**src/rtl/iirlp_pkg.sv**
```systemverilog
// Package with the constants, register indexes and state type of the fourth-order IIR filter.
package iirlp_pkg;

    localparam int TAPS        = 4;
    localparam int ORDER       = 4;
    localparam int GAIN_BITS   = 20;
    localparam int STATE_BITS  = 40;
    localparam int SAMPLE_BITS = 24;
    localparam int ACC_BITS    = 64;
    localparam int DIGIT_BITS  = 4;
    localparam int DIGITS      = GAIN_BITS / DIGIT_BITS;
    localparam int TAP_W       = $clog2(TAPS + 1);
    localparam int DIG_W       = $clog2(DIGITS);
    localparam int DLY_IDX_W   = $clog2(TAPS);
    localparam int CFG_IDX_BITS  = 3;
    localparam int CFG_DATA_BITS = 2 * GAIN_BITS;

    localparam logic [CFG_IDX_BITS-1:0] REG_FF_GAIN_0  = 3'd0;
    localparam logic [CFG_IDX_BITS-1:0] REG_FF_GAIN_1  = 3'd1;
    localparam logic [CFG_IDX_BITS-1:0] REG_FF_GAIN_2  = 3'd2;
    localparam logic [CFG_IDX_BITS-1:0] REG_FF_GAIN_3  = 3'd3;
    localparam logic [CFG_IDX_BITS-1:0] REG_FF_GAIN_4  = 3'd4;
    localparam logic [CFG_IDX_BITS-1:0] REG_FB_GAIN_1  = 3'd5;
    localparam logic [CFG_IDX_BITS-1:0] REG_FB_GAIN_2  = 3'd6;
    localparam logic [CFG_IDX_BITS-1:0] REG_FB_GAIN_34 = 3'd7;

    localparam logic signed [GAIN_BITS-1:0] FF_GAIN_0_RESET = 20'sd65536;

    typedef enum logic [2:0] {
        ST_IDLE,
        ST_FB,
        ST_WSAT,
        ST_FF,
        ST_YSAT
    } state_t;

endpackage

```
**src/rtl/iir_fourth_order_lowpass.sv**
```systemverilog
// Fourth-order direct form II IIR low-pass filter with a digit-serial multiply-accumulate unit.
//
// Each accepted sample word gives one filtered word. All nine multiply-accumulates share one
// 64-bit by 4-bit digit multiplier that consumes one 4-bit digit of a 20-bit gain per cycle.
// One sample runs the feedback pass over ORDER taps, rounds and saturates the internal value,
// runs the feedforward pass over ORDER+1 taps, rounds and saturates the output and goes idle.
// A finished word waits in the output register, and the next sample is accepted while it
// waits; the block only stalls when a second result is ready before the first is taken.
// The user must write gains through wr_en, wr_index and wr_data only while the block is idle;
// the block itself does not enforce this.
module iir_fourth_order_lowpass (
    input  logic                                   clk,
    input  logic                                   rst_n,
    input  logic                                   wr_en,
    input  logic [iirlp_pkg::CFG_IDX_BITS-1:0]     wr_index,
    input  logic [iirlp_pkg::CFG_DATA_BITS-1:0]    wr_data,
    input  logic                                   in_valid,
    output logic                                   in_ready,
    input  logic signed [iirlp_pkg::SAMPLE_BITS-1:0] sample,
    output logic                                   out_valid,
    input  logic                                   out_ready,
    output logic signed [iirlp_pkg::SAMPLE_BITS-1:0] filtered_sample,
    output logic                                   clipped
);
    import iirlp_pkg::*;

    localparam logic [TAP_W-1:0] LAST_TAP   = TAP_W'(ORDER);
    localparam logic [DIG_W-1:0] LAST_DIGIT = DIG_W'(DIGITS - 1);

    state_t state_reg, state_next;

    logic signed [GAIN_BITS-1:0]  ffg_reg [0:TAPS];
    logic signed [GAIN_BITS-1:0]  fbg_reg [1:TAPS];
    logic signed [STATE_BITS-1:0] delay_reg [0:TAPS-1];

    logic [TAP_W-1:0]             tap_reg;
    logic [DIG_W-1:0]             dig_reg;
    logic signed [ACC_BITS-1:0]   acc_reg, acc_next;
    logic signed [ACC_BITS-1:0]   mcand_reg, mcand_next;
    logic signed [STATE_BITS-1:0] w_reg, w_next;
    logic                         hit_reg;
    logic                         out_valid_reg;
    logic signed [SAMPLE_BITS-1:0] out_sample_reg, y_next;
    logic                         out_clip_reg;

    logic                         accept_in, mac_en, w_load, y_load, last_digit, last_tap;
    logic [DLY_IDX_W-1:0]         dly_idx;
    logic [TAP_W-1:0]             tap_m1;
    logic signed [STATE_BITS-1:0] src_val;
    logic [GAIN_BITS-1:0]         gain_val;
    logic [DIGIT_BITS-1:0]        digit;
    logic signed [DIGIT_BITS:0]   digit_s;
    logic signed [ACC_BITS-1:0]   cur_mcand, prod;
    logic signed [ACC_BITS-1:0]   w_round, w_shift, y_round, y_shift;
    logic                         w_over, y_over;

    assign last_digit = (dig_reg == LAST_DIGIT);
    assign last_tap   = (tap_reg == LAST_TAP);

    // Next state.
    always_comb
    begin
        state_next = state_reg;
        case (state_reg)
            ST_IDLE:
            begin
                if (in_valid)
                    state_next = ST_FB;
            end
            ST_FB:
            begin
                if (last_digit && last_tap)
                    state_next = ST_WSAT;
            end
            ST_WSAT:
            begin
                state_next = ST_FF;
            end
            ST_FF:
            begin
                if (last_digit && last_tap)
                    state_next = ST_YSAT;
            end
            ST_YSAT:
            begin
                if (!out_valid_reg || out_ready)
                    state_next = ST_IDLE;
            end
            default:
            begin
                state_next = ST_IDLE;
            end
        endcase
    end

    // Control outputs.
    always_comb
    begin
        in_ready = 1'b0;
        mac_en   = 1'b0;
        w_load   = 1'b0;
        y_load   = 1'b0;
        case (state_reg)
            ST_IDLE: in_ready = 1'b1;
            ST_FB:   mac_en   = 1'b1;
            ST_WSAT: w_load   = 1'b1;
            ST_FF:   mac_en   = 1'b1;
            ST_YSAT: y_load   = !out_valid_reg || out_ready;
            default: in_ready = 1'b0;
        endcase
    end

    assign accept_in = in_valid && in_ready;

    // Operand selection and the digit multiplier.
    assign tap_m1  = tap_reg - TAP_W'(1);
    assign dly_idx = tap_m1[DLY_IDX_W-1:0];

    always_comb
    begin
        if (state_reg == ST_FB)
        begin
            src_val  = delay_reg[dly_idx];
            gain_val = fbg_reg[tap_reg];
        end
        else
        begin
            src_val  = (tap_reg == '0) ? w_reg : delay_reg[dly_idx];
            gain_val = ffg_reg[tap_reg];
        end
        digit     = gain_val[dig_reg*DIGIT_BITS +: DIGIT_BITS];
        digit_s   = {(last_digit ? digit[DIGIT_BITS-1] : 1'b0), digit};
        cur_mcand = (dig_reg == '0) ? ACC_BITS'(src_val) : mcand_reg;
        prod      = cur_mcand * digit_s;
        mcand_next = cur_mcand <<< DIGIT_BITS;
        acc_next  = acc_reg + prod;
    end

    // Rounding and saturation of the internal value and of the output.
    always_comb
    begin
        w_round = acc_reg + (ACC_BITS'(1) <<< 15);
        w_shift = w_round >>> 16;
        w_over  = (w_shift[ACC_BITS-1:STATE_BITS-1] != '0) &&
                  (w_shift[ACC_BITS-1:STATE_BITS-1] != '1);
        if (w_over)
            w_next = w_shift[ACC_BITS-1] ? {1'b1, {(STATE_BITS-1){1'b0}}}
                                         : {1'b0, {(STATE_BITS-1){1'b1}}};
        else
            w_next = w_shift[STATE_BITS-1:0];

        y_round = acc_reg + (ACC_BITS'(1) <<< 23);
        y_shift = y_round >>> 24;
        y_over  = (y_shift[ACC_BITS-1:SAMPLE_BITS-1] != '0) &&
                  (y_shift[ACC_BITS-1:SAMPLE_BITS-1] != '1);
        if (y_over)
            y_next = y_shift[ACC_BITS-1] ? {1'b1, {(SAMPLE_BITS-1){1'b0}}}
                                         : {1'b0, {(SAMPLE_BITS-1){1'b1}}};
        else
            y_next = y_shift[SAMPLE_BITS-1:0];
    end

    // Control registers and configuration.
    always_ff @(posedge clk or negedge rst_n)
    begin
        if (!rst_n)
        begin
            state_reg     <= ST_IDLE;
            tap_reg       <= '0;
            dig_reg       <= '0;
            out_valid_reg <= 1'b0;
            hit_reg       <= 1'b0;
            ffg_reg[0] <= FF_GAIN_0_RESET;
            for (int i = 1; i <= TAPS; i++)
                ffg_reg[i] <= '0;
            for (int i = 1; i <= TAPS; i++)
                fbg_reg[i] <= '0;
            for (int i = 0; i < TAPS; i++)
                delay_reg[i] <= '0;
        end
        else
        begin
            state_reg <= state_next;

            if (wr_en)
            begin
                case (wr_index)
                    REG_FF_GAIN_0:  ffg_reg[0] <= wr_data[GAIN_BITS-1:0];
                    REG_FF_GAIN_1:  ffg_reg[1] <= wr_data[GAIN_BITS-1:0];
                    REG_FF_GAIN_2:  ffg_reg[2] <= wr_data[GAIN_BITS-1:0];
                    REG_FF_GAIN_3:  ffg_reg[3] <= wr_data[GAIN_BITS-1:0];
                    REG_FF_GAIN_4:  ffg_reg[4] <= wr_data[GAIN_BITS-1:0];
                    REG_FB_GAIN_1:  fbg_reg[1] <= wr_data[GAIN_BITS-1:0];
                    REG_FB_GAIN_2:  fbg_reg[2] <= wr_data[GAIN_BITS-1:0];
                    REG_FB_GAIN_34:
                    begin
                        fbg_reg[3] <= wr_data[GAIN_BITS-1:0];
                        fbg_reg[4] <= wr_data[2*GAIN_BITS-1:GAIN_BITS];
                    end
                    default: ;
                endcase
            end

            if (accept_in)
            begin
                tap_reg <= TAP_W'(1);
                dig_reg <= '0;
                hit_reg <= 1'b0;
            end
            else if (mac_en)
            begin
                if (last_digit)
                begin
                    dig_reg <= '0;
                    tap_reg <= tap_reg + TAP_W'(1);
                end
                else
                begin
                    dig_reg <= dig_reg + DIG_W'(1);
                end
            end
            else if (w_load)
            begin
                tap_reg <= '0;
                dig_reg <= '0;
                hit_reg <= w_over;
            end

            if (y_load)
            begin
                out_valid_reg <= 1'b1;
                for (int i = TAPS - 1; i > 0; i--)
                    delay_reg[i] <= delay_reg[i-1];
                delay_reg[0] <= w_reg;
            end
            else if (out_valid_reg && out_ready)
            begin
                out_valid_reg <= 1'b0;
            end
        end
    end

    // Datapath registers.
    always_ff @(posedge clk)
    begin
        if (accept_in)
            acc_reg <= ACC_BITS'(sample) <<< 24;
        else if (mac_en)
            acc_reg <= acc_next;
        else if (w_load)
            acc_reg <= '0;

        if (mac_en)
            mcand_reg <= mcand_next;

        if (w_load)
            w_reg <= w_next;

        if (y_load)
        begin
            out_sample_reg <= y_next;
            out_clip_reg   <= hit_reg || y_over;
        end
    end

    assign out_valid       = out_valid_reg;
    assign filtered_sample = out_sample_reg;
    assign clipped         = out_clip_reg;

    a_accept_starts_fb: assert property (@(posedge clk) disable iff (!rst_n)
        accept_in |=> (state_reg == ST_FB) && (tap_reg == TAP_W'(1)) && (dig_reg == '0))
        else $error("accepted word did not start the feedback pass");

    a_mac_counters: assert property (@(posedge clk) disable iff (!rst_n)
        mac_en |-> (dig_reg <= LAST_DIGIT) && (tap_reg <= LAST_TAP))
        else $error("tap or digit counter out of range");

    a_fb_no_tap_zero: assert property (@(posedge clk) disable iff (!rst_n)
        (state_reg == ST_FB) |-> (tap_reg != '0))
        else $error("feedback pass reached tap zero");

    a_result_loaded: assert property (@(posedge clk) disable iff (!rst_n)
        y_load |=> out_valid_reg && (state_reg == ST_IDLE))
        else $error("finished word was not presented");

endmodule

```
**config.mk**
```make
export PLATFORM = sky130hd
export DESIGN_NAME = iir_fourth_order_lowpass
export DESIGN_NICKNAME = d
export VERILOG_FILES = /design/src/rtl/iirlp_pkg.sv /design/src/rtl/iir_fourth_order_lowpass.sv
export SDC_FILE = /design/constraint.sdc
export NUM_CORES = 2
export LEC_CHECK = 0
export BUFFER_PORTS_ARGS = -buffer_cell sky130_fd_sc_hd__buf_2
export CAP_MARGIN = 20
export CORE_ASPECT_RATIO = 2
export CORE_MARGIN = 1
export CORE_UTILIZATION = 60
export CTS_CLUSTER_SIZE = 14
export DETAILED_ROUTE_END_ITERATION = 8
export PLACE_DENSITY = 0.89
export SYNTH_ARGS = -nofsm -noshare
export SYNTH_HDL_FRONTEND = slang
export SYNTH_SLANG_ARGS = --single-unit
```
**constraint.sdc**
```tcl
create_clock -name clk -period 12.44 [get_ports clk]
set_clock_uncertainty 0.1 [all_clocks]
set_input_delay 3.11 -clock clk [delete_from_list [all_inputs] [get_ports clk]]
set_output_delay 3.11 -clock clk [all_outputs]
set_load 0.01 [all_outputs]
```
# Word level (Yosys, flattened, before mapping)
# Index checks and enable logic that the tools add are counted.
# classes
n_addsub,6
mul,1
div,0
n_lt_le_gt_ge,2
eq_ne,21
shifts,1
mux,42
bitwise,2
reduce_logical,30
# op_table
op,n
$mux 64,4
$mux 40,6
$bmux 20 s3,2
$mux 20,5
$bmux 40 s2,1
$add 64x17->64 const B,1
$add 64x25->64 const B,1
$add 64x64->64,1
$mul 64x5->64,1
$mux 24,2
$ne 41x41->1 const B,1
$reduce_bool 41->1,1
$mux 3,11
$ne 25x25->1 const B,1
$reduce_bool 25->1,1
$eq 3x3->1 const B,7
$reduce_and 2->1,10
$shiftx 20x6->4,1
$pmux 3 s5,1
$eq 3x2->1 const B,4
$logic_not 3->1,4
$mux 1,10
$ne 2x2->1 const B,5
$add 3x1->3 const B,2
14 further kinds,22
# word_totals
register_bits,540
latch_bits,0
ram_bits,0
romBits,0
input_bits,72
out_inout_bits,27
wordCells,129
mem_count,0

# Logic depth before layout (Yosys ltp)
# logic_depth
ltp_word,12
depth_mapped,31
ltp_nobuf,27

# Worst setup path after synthesis
# OpenSTA, ideal clock, no wires.
# synth_timing
path_kind,reg-to-reg
startpoint,register tap_reg[0]
endpoint,register acc_reg[53] (data pin)
setup_ps,260
t_arrival_ps,7366
t_required_ps,12080
slack_ps,4714
stages_incl_launch_ff,31
path_buffers,5
synth_period_minus_slack_ps,7726
cell_sequence,dfrtp_1 > buf_4 > inv_1 > clkbuf_1 > ha_1 > buf_1 > buf_1 > mux4_2 > mux2i_1 > nor2_1 > a21oi_1 > inv_1 > nor2_1 > fa_1 > fa_1 > inv_1 > fa_1 > inv_1 > ha_1 > ha_1 > clkbuf_1 > o21a_1 > o21ai_1 > a211oi_1 > o21ai_1 > a311o_1 > a2111oi_4 > o21ai_1 > a21boi_0 > o21ai_0 > a31o_2
# synth_via
elab_chain_cells,12
word_cells_on_any_way,23
cone_classes,add/sub: 2; mul: 1; shift: 1; mux: 16; bitwise: 2; reduce/logical: 1
# synth_rtl
element,line_no,source
"start, declared",iir_fourth_order_lowpass.sv:36,logic [TAP_W-1:0] tap_reg;
"start signal, assigned",iir_fourth_order_lowpass.sv:215,tap_reg <= tap_reg + TAP_W'(1);
$sub 2x1->2,iir_fourth_order_lowpass.sv:116,assign tap_m1 = tap_reg - TAP_W'(1);
$not 2->3 (implied by the code),"iir_fourth_order_lowpass.sv:123, iir_fourth_order_lowpass.sv:128",
$bmux 40 s2,"iir_fourth_order_lowpass.sv:123, iir_fourth_order_lowpass.sv:128",
$mux 40 (implied by the code) (2 in series),"iir_fourth_order_lowpass.sv:123, iir_fourth_order_lowpass.sv:128",
$mux 40,iir_fourth_order_lowpass.sv:128,src_val = (tap_reg == '0) ? w_reg : delay_reg[dly_idx];
$mux 40 (*),iir_fourth_order_lowpass.sv:121,if (state_reg == ST_FB)
$mux 64 (*),iir_fourth_order_lowpass.sv:133,cur_mcand = (dig_reg == '0) ? ACC_BITS'(src_val) : mcand_reg;
via cur_mcand[6],iir_fourth_order_lowpass.sv:53,"logic signed [ACC_BITS-1:0] cur_mcand, prod;"
$mul 64x5->64 (*),iir_fourth_order_lowpass.sv:134,prod = cur_mcand * digit_s;
$add 64x64->64 (*),iir_fourth_order_lowpass.sv:136,acc_next = acc_reg + prod;
$mux 64 (*),iir_fourth_order_lowpass.sv:248,else if (mac_en)
$mux 64 (*),iir_fourth_order_lowpass.sv:246,if (accept_in)
"end signal, assigned",iir_fourth_order_lowpass.sv:247,acc_reg <= ACC_BITS'(sample) <<< 24;
"end signal, assigned",iir_fourth_order_lowpass.sv:249,acc_reg <= acc_next;
"end, declared",iir_fourth_order_lowpass.sv:38,"logic signed [ACC_BITS-1:0] acc_reg, acc_next;"
# Mark *: on every way through the listed nets, which the timed path passes. The rest lies on a longest branch. The select of a mux whose other input is x is not followed.
# A chain may end at the register's enable or synchronous reset.

# Worst setup path in the final report
# layout_timing
startpoint,register tap_reg[2]
endpoint,register acc_reg[63] (data pin)
# layout_via
word_cells_on_any_way,18
cone_classes,add/sub: 1; mul: 1; shift: 1; mux: 13; bitwise: 1; reduce/logical: 1
# layout_rtl
element,line_no
$logic_not 3->1,iir_fourth_order_lowpass.sv:128
$mux 40,iir_fourth_order_lowpass.sv:128
$mux 40,iir_fourth_order_lowpass.sv:121
$mux 64,iir_fourth_order_lowpass.sv:133
via cur_mcand[36],iir_fourth_order_lowpass.sv:53
$mul 64x5->64,iir_fourth_order_lowpass.sv:134
$add 64x64->64,iir_fourth_order_lowpass.sv:136
$mux 64,iir_fourth_order_lowpass.sv:248
$mux 64,iir_fourth_order_lowpass.sv:246
# The timed path passes the listed nets, and every way through them passes these cells. The select of a mux whose other input is x is not followed.

==> impl_metrics.toml <==
[status]
status = "complete, no violations"

[place]
hpwl_um = 76600
gp_congestion = 1.05
dp.cells = 4452
io_buffers = 98

[timing]
setup_violations = 0
slew_headroom = 0.243
finalCriticalPeriod_ns = 10.04
finalMaxSlewViolations = 0
hold_violations = 0
tightest_slew_ns = 1.13
max_freq_mhz = 99.6
rsz0062_at_grt = "false"
fin_setup_tns_ns = 0
finalCritPeriodShare = 0.807

[route]
drc_errors = 0
ant_nets = 0
wl_per_cell_um = 23.5
drtPass1Iterations = 8
avgViaCountPerCell = 6.33
vias = 28800
postRouteWirelength_um = 107000
drtIter0Drc = 2873

[final_layout]
largest_register_ff_count = 160
multi_input_area_mm2 = 0.0205
area_delta_synth_final_pct = 7.85
fillers = 4390
layout.cells.non_filler = 4549
final_cell_mix = "nand2_1, nor2_1, inv_1, dfrtp_1, fa_1"
layout_commonest_cell = "nand2_1"
drive_gt1_frac = 0.144
seqCellArea_mm2 = 0.0142
fin_nets = 4174

[global_routing]
grt_pass1_wl_um = 166000
antenna_found_initial = 2
busiest_layer = "met2"
met3_usage = 0.0634
grt.total_usage = 0.352
met1_usage = 0.365
overflow = 0
first_global_vias = 30400
grt_max_degree = 113
met2_usage = 0.604

[floorplan]
rows = 128
start_util = 0.606
dieHeight_um = 352
fp.dieW_um = 177
fp.dieArea_mm2 = 0.0624
core_area_mm2 = 0.0607
ios = 99

[worst_setup_path]
slowest_delay_ns = 1.04
crit_type = "reg -> reg"
crit_path_end_kind = "register"
critical_path_peak_fanout = 27
cp_slowest_cell = "dfrtp_1"
rr_worst_depth = 25
required_ns = 12.81
start_kind = "register"
reg2reg_from = "tap_reg[2]"
arrival_ns = 10.41
timing.reg2reg.setup_slack_ns = 2.40
r2r_end = "acc_reg[63]"

[clocking]
postCtsResizedCells = 0
clock_latency_ns = 0.62
cts_tree = "yes"
cts.sinks = 540
h-tree-depth = 2
ctsHoldBuffers = 0
cts.clk_slew.worst_paths_ns = 0.07
cts_buffer_depth = 3
cts-root-buf = "clkbuf_16"
cts_buffers = 49
cts_setup_buffers = 0

[worst_hold_path]
holdPathEnd = "delay_reg[123]"
min_path_type = "reg -> reg"
hold_start = "w_reg[3]"
min_path_cells = 2

[synth]
synth_top_family_by_area = "adder cells"
syn_inst = 3726
syn_area_per_cell_um2 = 9.87
yosysTopAreaCellShare = 0.238
synth_edf_count = 165
yosys.area.top_type = "dfrtp_1"
synthesis.area_mm2 = 0.0368
synth_fa_ha_area_frac = 0.177
async_reset_ff_frac = 0.650
yosysWarnings = 0
synth_xor_area_frac = 0.0320
synth_fp_nets = 4172
yosys.area_share.simple = 0.149
yosys_register_bits = 540
ys_seq_area_frac = 0.387
ys.flop_type = "dfrtp_1"
yosys-top-cells-area = "dfrtp_1, edfxtp_1, fa_1"
ys_types = 86
synth-compound-area-share = 0.0860
synth.area.mux_share = 0.111

[flow_run]
cap_viol_max_count = 0
per-stage QoR:
stage / util / hold WS [ns] / instance area [µm²] / setup WS, ns
after global routing: 0.654 / 0.386 / 39700 / 2.09
final: 0.654 / 0.370 / 39700 / 2.40
after global placement: 0.624 / 0.346 / 37900 / 2.98
after floorplan: - / 0.336 / 36800 / 4.71
after CTS: 0.652 / 0.370 / 39600 / 2.72
after detailed placement: 0.624 / 0.353 / 37900 / 2.81
cell usage after synthesis (all sizes together), types with 15 or more instances:
library cell,number
nand2,660
nor2,375
inv,368
dfrtp,350
fa,242
mux2,191
a21oi,183
edfxtp,165
clkbuf,148
ha,132
o21ai,129
xnor2,90
mux2i,74
mux4,53
nand3,47
nor3,45
buf,44
xor2,42
a21o,40
nand4,36
and3,27
nand2b,27
dfxtp,24
or2,21
nor4,17
a31oi,15
o21bai,15
how the worst max path moves through the flow:
stage	start	end	slack, ns
6_report	tap_reg[2]	acc_reg[63]	2.40
5_1_grt	tap_reg[2]	acc_reg[63]	2.09
4_1_cts	tap_reg[2]	acc_reg[63]	2.72
3_3_place_gp	tap_reg[2]	acc_reg[63]	2.98
3_5_place_dp	tap_reg[2]	acc_reg[63]	2.81
2_1_floorplan	tap_reg[0]	acc_reg[53]	4.71
worst max-delay path, delay by kind of cell, from the launching register on:
kind / cells / cell delay [ns]
AO/OA/AOI/OAI: 8 / 2.59
adder cells (fa/ha/maj): 5 / 2.23
AND/OR/NAND/NOR: 5 / 1.86
buffers and inverters: 5 / 1.45
flip-flops: 1 / 1.04
multiplexers: 1 / 0.29
XOR/XNOR: 1 / 0.28
routing by layer:
layer | up-vias | routed length (µm) | part of all wire
met5 | - | 0 | 0
li1 | 12400 | - | -
met2 | 1651 | 54900 | 0.51
met3 | 636 | 7720 | 0.072
met1 | 14100 | 33200 | 0.31
met4 | 0 | 11000 | 0.10
kinds of logic after synthesis:
family,Yosys count
AND/OR/NAND/NOR,1294
buffers and inverters,565
flip-flops,540
AO/OA/AOI/OAI,502
adder cells (fa/ha/maj),374
multiplexers,318
XOR/XNOR,133
final cells by class:
cell class / count / share of cell area
sequential: 540 / 0.359
clock inverter: 12 / 0.00429
timing repair buffer: 143 / 0.0227
inverter: 373 / 0.0354
multi-input combinational: 2621 / 0.517
tap: 780 / 0.0246
antenna: 2 / 0.000126
clock buffer: 78 / 0.0375
Power is left out: the tool's default activity adds up to more than one toggle a clock period on the data nets, which glitch-free logic cannot reach.
